[src/rtl/pixel_depth_expander_clut_unit_macros.svh]
// Assertion macros shared by the pixel depth expander RTL.
// Included by the modules that carry concurrent checks; no other dependencies.
`ifndef PIXEL_DEPTH_EXPANDER_CLUT_UNIT_MACROS_SVH
`define PIXEL_DEPTH_EXPANDER_CLUT_UNIT_MACROS_SVH

`ifndef SYNTHESIS
// Property that must hold at every clock edge outside reset.
`define PDXC_ASSERT(name, clk, rstn, prop) \
  name: assert property (@(posedge clk) disable iff (!rstn) prop) \
    else $error("pdxc assertion failed");
// Condition that must never be true outside reset.
`define PDXC_ASSERT_NEVER(name, clk, rstn, cond) \
  name: assert property (@(posedge clk) disable iff (!rstn) !(cond)) \
    else $error("pdxc forbidden condition seen");
`else
`define PDXC_ASSERT(name, clk, rstn, prop)
`define PDXC_ASSERT_NEVER(name, clk, rstn, cond)
`endif

`endif

[src/rtl/pdxc_pkg.sv]
// Shared types, codes and helper functions of the pixel depth expander.
// No dependencies; imported by the front, back and top-level modules.
`timescale 1ns / 1ps

package pdxc_pkg;

  typedef enum logic [2:0] {
    OP_PIXEL = 3'd0,
    OP_CLUT  = 3'd1,
    OP_RED   = 3'd2,
    OP_GREEN = 3'd3,
    OP_BLUE  = 3'd4
  } op_e;

  // Depth codes: log2 of source bits per pixel.
  localparam logic [2:0] MODE_1BPP  = 3'd0;
  localparam logic [2:0] MODE_2BPP  = 3'd1;
  localparam logic [2:0] MODE_4BPP  = 3'd2;
  localparam logic [2:0] MODE_8BPP  = 3'd3;
  localparam logic [2:0] MODE_16BPP = 3'd4;
  localparam logic [2:0] MODE_32BPP = 3'd5;
  localparam logic [2:0] MODE_RESET = MODE_8BPP;

  typedef struct packed {
    op_e         op;
    logic [7:0]  index;
    logic [31:0] data;
  } entry_t;

  // Widen a 5-bit channel to 8 bits by replicating its top bits.
  function automatic logic [7:0] widen5(input logic [4:0] v);
    return {v, v[4:2]};
  endfunction

  // Pixels held in one 32-bit source word.
  function automatic logic [5:0] pixel_count(input logic [2:0] mode);
    logic [5:0] n;
    n = 6'd0;
    unique case (mode)
      MODE_1BPP:  n = 6'd32;
      MODE_2BPP:  n = 6'd16;
      MODE_4BPP:  n = 6'd8;
      MODE_8BPP:  n = 6'd4;
      MODE_16BPP: n = 6'd2;
      MODE_32BPP: n = 6'd1;
      default:    n = 6'd0;
    endcase
    return n;
  endfunction

endpackage

[src/rtl/pdxc_front.sv]
// Front part of the pixel depth expander: takes input items, drops those that
// do nothing, queues the rest for the back part. Depends on pdxc_pkg, macros.
`timescale 1ns / 1ps
`include "pixel_depth_expander_clut_unit_macros.svh"

module pdxc_front #(
  parameter int QueueDepth = 2
) (
  input  logic             clk_i,
  input  logic             rst_ni,
  input  logic [2:0]       mode_i,
  input  logic             in_valid_i,
  output logic             in_ready_o,
  input  logic [2:0]       in_op_i,
  input  logic [7:0]       in_index_i,
  input  logic [31:0]      in_data_i,
  output logic             head_valid_o,
  output pdxc_pkg::entry_t head_o,
  input  logic             pop_i
);
  import pdxc_pkg::*;

  localparam int PtrW = (QueueDepth > 1) ? $clog2(QueueDepth) : 1;
  localparam int CntW = $clog2(QueueDepth + 1);
  localparam logic [PtrW-1:0] LastPtr = PtrW'(QueueDepth - 1);
  localparam logic [CntW-1:0] Full    = CntW'(QueueDepth);

  entry_t            queue_q [QueueDepth];
  logic [PtrW-1:0]   wr_ptr_q, wr_ptr_d, rd_ptr_q, rd_ptr_d;
  logic [CntW-1:0]   cnt_q, cnt_d;
  logic              keep;
  logic              push;
  logic              pop;
  entry_t            new_entry;

  // Pixel words at an unused depth and unused opcodes produce nothing.
  always_comb begin
    keep = 1'b0;
    unique case (in_op_i) inside
      OP_PIXEL: keep = (mode_i <= MODE_32BPP);
      OP_CLUT, OP_RED, OP_GREEN, OP_BLUE: keep = 1'b1;
      default: keep = 1'b0;
    endcase
  end

  assign in_ready_o   = (cnt_q != Full);
  assign push         = in_valid_i && in_ready_o && keep;
  assign pop          = pop_i && head_valid_o;
  assign head_valid_o = (cnt_q != '0);
  assign head_o       = queue_q[rd_ptr_q];

  assign new_entry.op    = op_e'(in_op_i);
  assign new_entry.index = in_index_i;
  assign new_entry.data  = in_data_i;

  always_comb begin
    wr_ptr_d = wr_ptr_q;
    rd_ptr_d = rd_ptr_q;
    cnt_d    = cnt_q;
    if (push) begin
      wr_ptr_d = (wr_ptr_q == LastPtr) ? '0 : wr_ptr_q + 1'b1;
    end
    if (pop) begin
      rd_ptr_d = (rd_ptr_q == LastPtr) ? '0 : rd_ptr_q + 1'b1;
    end
    if (push && !pop) begin
      cnt_d = cnt_q + 1'b1;
    end else if (pop && !push) begin
      cnt_d = cnt_q - 1'b1;
    end
  end

  always_ff @(posedge clk_i or negedge rst_ni) begin
    if (!rst_ni) begin
      wr_ptr_q <= '0;
      rd_ptr_q <= '0;
      cnt_q    <= '0;
    end else begin
      wr_ptr_q <= wr_ptr_d;
      rd_ptr_q <= rd_ptr_d;
      cnt_q    <= cnt_d;
    end
  end

  always_ff @(posedge clk_i) begin
    if (push) begin
      queue_q[wr_ptr_q] <= new_entry;
    end
  end

  `PDXC_ASSERT_NEVER(a_cnt_bound, clk_i, rst_ni, cnt_q > Full)
  `PDXC_ASSERT(a_ptrs_track, clk_i, rst_ni,
               (cnt_q == '0) |-> (wr_ptr_q == rd_ptr_q))

endmodule

[config.mk]
export PLATFORM = sky130hd
export DESIGN_NAME = pdxc_front
export DESIGN_NICKNAME = d
export VERILOG_FILES = /design/src/rtl/pdxc_pkg.sv /design/src/rtl/pdxc_front.sv
export VERILOG_INCLUDE_DIRS = /design/src /design/src/rtl
export SDC_FILE = /design/constraint.sdc
export NUM_CORES = 1
export LEC_CHECK = 0
export BUFFER_PORTS_ARGS = -buffer_cell sky130_fd_sc_hd__clkbuf_2
export CAP_MARGIN = 30
export CORE_UTILIZATION = 54
export CTS_BUF_LIST = sky130_fd_sc_hd__clkbuf_4
export CTS_CLUSTER_SIZE = 24
export DETAILED_ROUTE_END_ITERATION = 16
export HOLD_SLACK_MARGIN = 0.06
export PLACE_DENSITY = 0.83
export SLEW_MARGIN = 20
export SYNTH_ARGS = -nofsm -noshare
export SYNTH_HDL_FRONTEND = slang
export SYNTH_SLANG_ARGS = --single-unit
[constraint.sdc]
create_clock -name clk_i -period 4.67 [get_ports clk_i]
set_clock_uncertainty 0.15 [all_clocks]
set_input_delay 0.934 -clock clk_i [delete_from_list [all_inputs] [get_ports clk_i]]
set_output_delay 0.934 -clock clk_i [all_outputs]
set_load 0.02 [all_outputs]
# [Word-level counts from Yosys, hierarchy flattened]
# Memories as Yosys holds them, arrays and structs flattened.
# Index checks and enable logic that the tools add are counted.
[totals] regBits=4 ram_bits=86 inputBits=50 out_inout_bits=45 elab_cells=32 n_memories=1
[op_classes] add_sub_neg=4 magnitude_cmp=1 n_eq_ne=5 mux=7 reduce_logical=11
[mem_list] memory="queue_q" words=2 word_bits=43 read_ports=1 rd_ports_with_merged_regs=0 wr=1 line_no="pdxc_front.sv:28" text="entry_t queue_q [QueueDepth];"
[ops] cell="3-bit by 2-bit equality test with 1-bit output (second input constant)" count=2
[ops] cell="1-bit logical AND" count=5
[ops] cell="1-bit 2-to-1 mux" count=4
[ops] cell="2-bit 2-to-1 mux" count=2
[ops] cell="2-bit nonzero test" count=2
[ops] cell="4-bit OR reduction" count=1
[ops] cell="3-bit by 1-bit equality test with 1-bit output (second input constant)" count=1
[ops] cell="3-bit equality test (second input constant)" count=1
[ops] cell="3-bit <= comparator (second input constant)" count=1
[ops] cell="3-bit logical NOT" count=1
[ops] cell="1-bit adder (second input constant)" count=2
[ops] cell="2-bit by 1-bit adder with 2-bit output (second input constant)" count=1
[ops] cell="1-bit logical NOT" count=2
[ops] cell="2-bit inequality test (second input constant)" count=1
[ops] cell="1-bit one-hot mux with 2 select lines" count=1
[ops] cell="2-bit by 1-bit subtractor with 2-bit output (second input constant)" count=1

# [Longest topological paths before layout]
[logic_depth] depth_word=8 depth_mapped=7 depth_no_buf=7

# [Worst setup path after synthesis]
# No wires, ideal clock.
[synth_timing] path_kind="input to register" startpoint="in in_op_i[1]" endpoint="mem queue_q[0][0] (netlist name) (enable)" arrival_time_ns=4.168 required_ns=4.023 slack_ns=-0.145 stages=3 n_path_buf=0 cell_sequence="o21ai_4 > nand3_4 > nor3_1"
[synth_between] elab_chain_len=6 word_cells_on_any_way=10 cone_classes="eq/ne: 4; mux: 3; reduce/logical: 3"
[synth_lines] item="start: declaration" line_no="pdxc_front.sv:14" text="input logic [2:0] in_op_i,"
[synth_lines] item="3-bit by 1-bit equality test with 1-bit output (no line) (tied with other cells)"
[synth_lines] item="4-bit OR reduction" line_no="pdxc_front.sv:39" text="unique case (in_op_i) inside"
[synth_lines] item="1-bit one-hot mux with 2 select lines *" line_no="pdxc_front.sv:39"
[synth_lines] item="1-bit logical AND *" line_no="pdxc_front.sv:47" text="assign push = in_valid_i && in_ready_o && keep;"
[synth_lines] item="1-bit 2-to-1 mux *" line_no="pdxc_front.sv:86" text="if (push) begin"
[synth_lines] item="1-bit 2-to-1 mux (not written as such) *" line_no="pdxc_front.sv:87" text="queue_q[wr_ptr_q] <= new_entry;"
[synth_lines] item="end: declaration" line_no="pdxc_front.sv:28"
# Mark *: on every way between the ends. The rest lies on a longest branch, timed or not.

==> results.py <==
metrics = {
    "route": {
        "vias": 1723,
        "ant_nets": 0,
        "drc": 0,
        "firstDrtPassIters": 4,
        "post_drt_wl_per_cell_um": 16.5,
        "routed_wl_mm": 5.58,
        "viasPerCell": 5.10,
        "drt_iter0_drc": 129,
    },
    "synth": {
        "yosys_warnings": 0,
        "syn_area_per_cell_um2": 21.9,
        "synth_top_area_share": 0.762,
        "synth_area_leaders": "edfxtp_1 76%, mux2_1 14%, dfrtp_1 3.0%",
        "yosysSeqAreaShare": 0.791,
        "yosys_register_bits": 90,
        "synth_cell_types": 19,
        "yosysTopAreaCell": "edfxtp_1",
        "synthesis.area_mm2": 0.00339,
        "synthesis.nets": 206,
        "synthCells": 155,
    },
    "clock_network": {
        "clockBufferDepth": 2,
        "post_cts_resized": 0,
        "clock_latency_ns": 0.42,
        "clk_pin_slew_ns": 0.13,
        "cts_htree_levels": 3,
        "post_cts_buffers": 0,
        "postCtsHoldBufs": 0,
        "cts_tree": "built",
        "cts_buffers": 9,
        "cts_root_buf": "clkbuf_4",
        "cts_sinks": 90,
    },
    "power_and_ir_drop": {
        "power_mw": 2.32,
        "ir_worst_vdd_v": 0.000393,
        "power.internal_mw": 1.55,
        "p_sw_frac": 0.330,
        "p_leak_nw": 1.58,
        "p_per_area_mw_per_mm2": 558,
        "seqPwrFrac": 0.478,
        "clkPwrFrac": 0.200,
        "combPwrFrac": 0.323,
        "p_sw_uw": 764,
    },
    "sta": {
        "setup_viol": 0,
        "timing.hold.ws_ns": 0.143,
        "maxSlewHeadroom": 0.610,
        "tightest_slew_ns": 0.584,
        "hold_viol": 0,
        "min_period_over_period": 0.633,
        "rsz0062_at_grt": "false",
        "min_period_ns": 2.96,
        "fin_setup_tns_ns": 0,
        "fmax_mhz": 338,
        "drv_slew": 0,
    },
    "die": {
        "num_rows": 28,
        "pin_count": 95,
        "fp.dieH_um": 81.2,
        "die-area_mm2": 0.00660,
        "die_x_um": 81.2,
        "start_util": 0.566,
        "core_mm2": 0.00599,
    },
    "final_layout": {
        "final_cell_mix": "93 x clkbuf_2, 86 x edfxtp_1, 43 x mux2_1",
        "fillers": 417,
        "num_antenna_cells": 0,
        "final_util": 0.693,
        "area_growth_pct": 22.5,
        "final_common_cell": "clkbuf_2",
        "fin_nets": 309,
        "drive_gt1_frac": 0.460,
    },
    "worst_setup_path": {
        "cp_cell_sequence": "buf_12 -> mux2_1 -> clkbuf_2",
        "r2r_slack_ns": 2.59,
        "cp-end-kind": "output pin",
        "start_kind": "register",
        "crit_start": "rd_ptr_q",
        "critPathKind": "reg -> out",
        "max_stage_delay_ns": 0.68,
        "cp.required_ns": 3.59,
        "cp_slowest_cell": "dfrtp_2",
        "crit_fanout": 27,
        "r2r-start": "cnt_q[0]",
        "cp.arrival_ns": 1.87,
    },
    "global_routing": {
        "grt_pass1_wl_mm": 8.41,
        "grt_max_degree": 28,
        "globalRoute.totalOverflow": 0,
        "antenna_found_initial": 0,
        "grt_pass1_vias": 1777,
        "groute.usage.overall": 0.183,
    },
    "hold_path": {
        "worstHoldPathType": "in -> async",
    },
    "outcome": {
        "status": "finished, final reports clean",
    },
    "placement": {
        "io_buffers": 93,
        "place_congestion": 0.631,
    },
    "job": {
        "maxCapViolations": 0,
    },
}
-- final timing paths --
kind                            endpoint  cells past startpoint
setup / recovery               head_o[9]                      3
hold / removal                  cnt_q[1]                      1
setup reg to reg           queue_q[1][0]                      5
hold reg to reg                 cnt_q[0]                      1
max in group asynchronous       rd_ptr_q                      1
min in group clk_i              cnt_q[0]                      1
-- per-stage QoR --
stage | cells | setup slack, ns | area, um^2
after floorplan | 155 | 1.18 | 3390
after global placement | 319 | 1.69 | 3930
after detailed placement | 321 | 1.69 | 3980
after CTS | 337 | 1.63 | 4140
after global routing | 338 | 1.59 | 4150
final | 338 | 1.71 | 4150
-- synthesized netlist by cell type --
library cell  number
and2_1             1
mux2_1            43
buf_6              4
nand2b_4           1
buf_2              1
nor2_1             1
dfrtp_1            4
nand2_1            2
or2_1              1
edfxtp_1          86
nand3_4            1
xor2_2             1
nor3_1             1
ha_1               1
xor2_1             2
nor4_4             1
nor2_4             1
o21ai_4            1
xnor2_1            2
-- worst max-delay path: cells and delay by family (launching register included) --
family	cells	cell delay, ns
flip-flops	1	0.68
multiplexers	1	0.36
buffers and inverters	2	0.42
-- logic make-up (layout without fill, tap and decap cells) --
| family | Yosys count | after routing | share of synthesized area |
|---|---|---|---|
| flops | 90 | 90 | 0.791 |
| mux | 43 | 43 | 0.143 |
| simple gates | 10 | 10 | 0.0273 |
| xor+xnor | 5 | 5 | 0.0151 |
| buf+inv | 5 | 113 | 0.0148 |
| fa+ha+maj | 1 | 1 | 0.00369 |
| compound gates | 1 | 1 | 0.00480 |
-- registers in the layout, indices dropped and copies added, names as in the netlist --
name	count
cnt_q	2
wr_ptr_q	1
queue_q	86
rd_ptr_q	1
-- layout make-up --
class / count / area (um^2) / share of cell area
Clock inverter: 6 / 81.3 / 0.0196
Multi-Input combinational cell: 60 / 669 / 0.161
Clock buffer: 10 / 75.1 / 0.0181
Sequential cell: 90 / 2680 / 0.646
Tap cell: 75 / 93.8 / 0.0226
Timing Repair Buffer: 97 / 548 / 0.132
-- power groups by stage --
stage               sequential [mW]  clock [mW]  combinational, mW
floorplan                      1.08           0              0.549
global placement               1.16           0              0.666
detailed placement             1.13           0              0.751
CTS                            1.11       0.475              0.757
global route                   1.12       0.502              0.807
finish                         1.11       0.462              0.748
-- per-layer routing --
| layer | share of wire | global-route usage | vias up |
|---|---|---|---|
| li1 | - | - | 817 |
| met1 | 0.41 | 0.217 | 840 |
| met2 | 0.52 | 0.311 | 58 |
| met3 | 0.049 | 0.0506 | 8 |
| met4 | 0.013 | 0.0839 | 0 |
| met5 | 0 | 0 | - |
(Power assumes the default switching activity.)
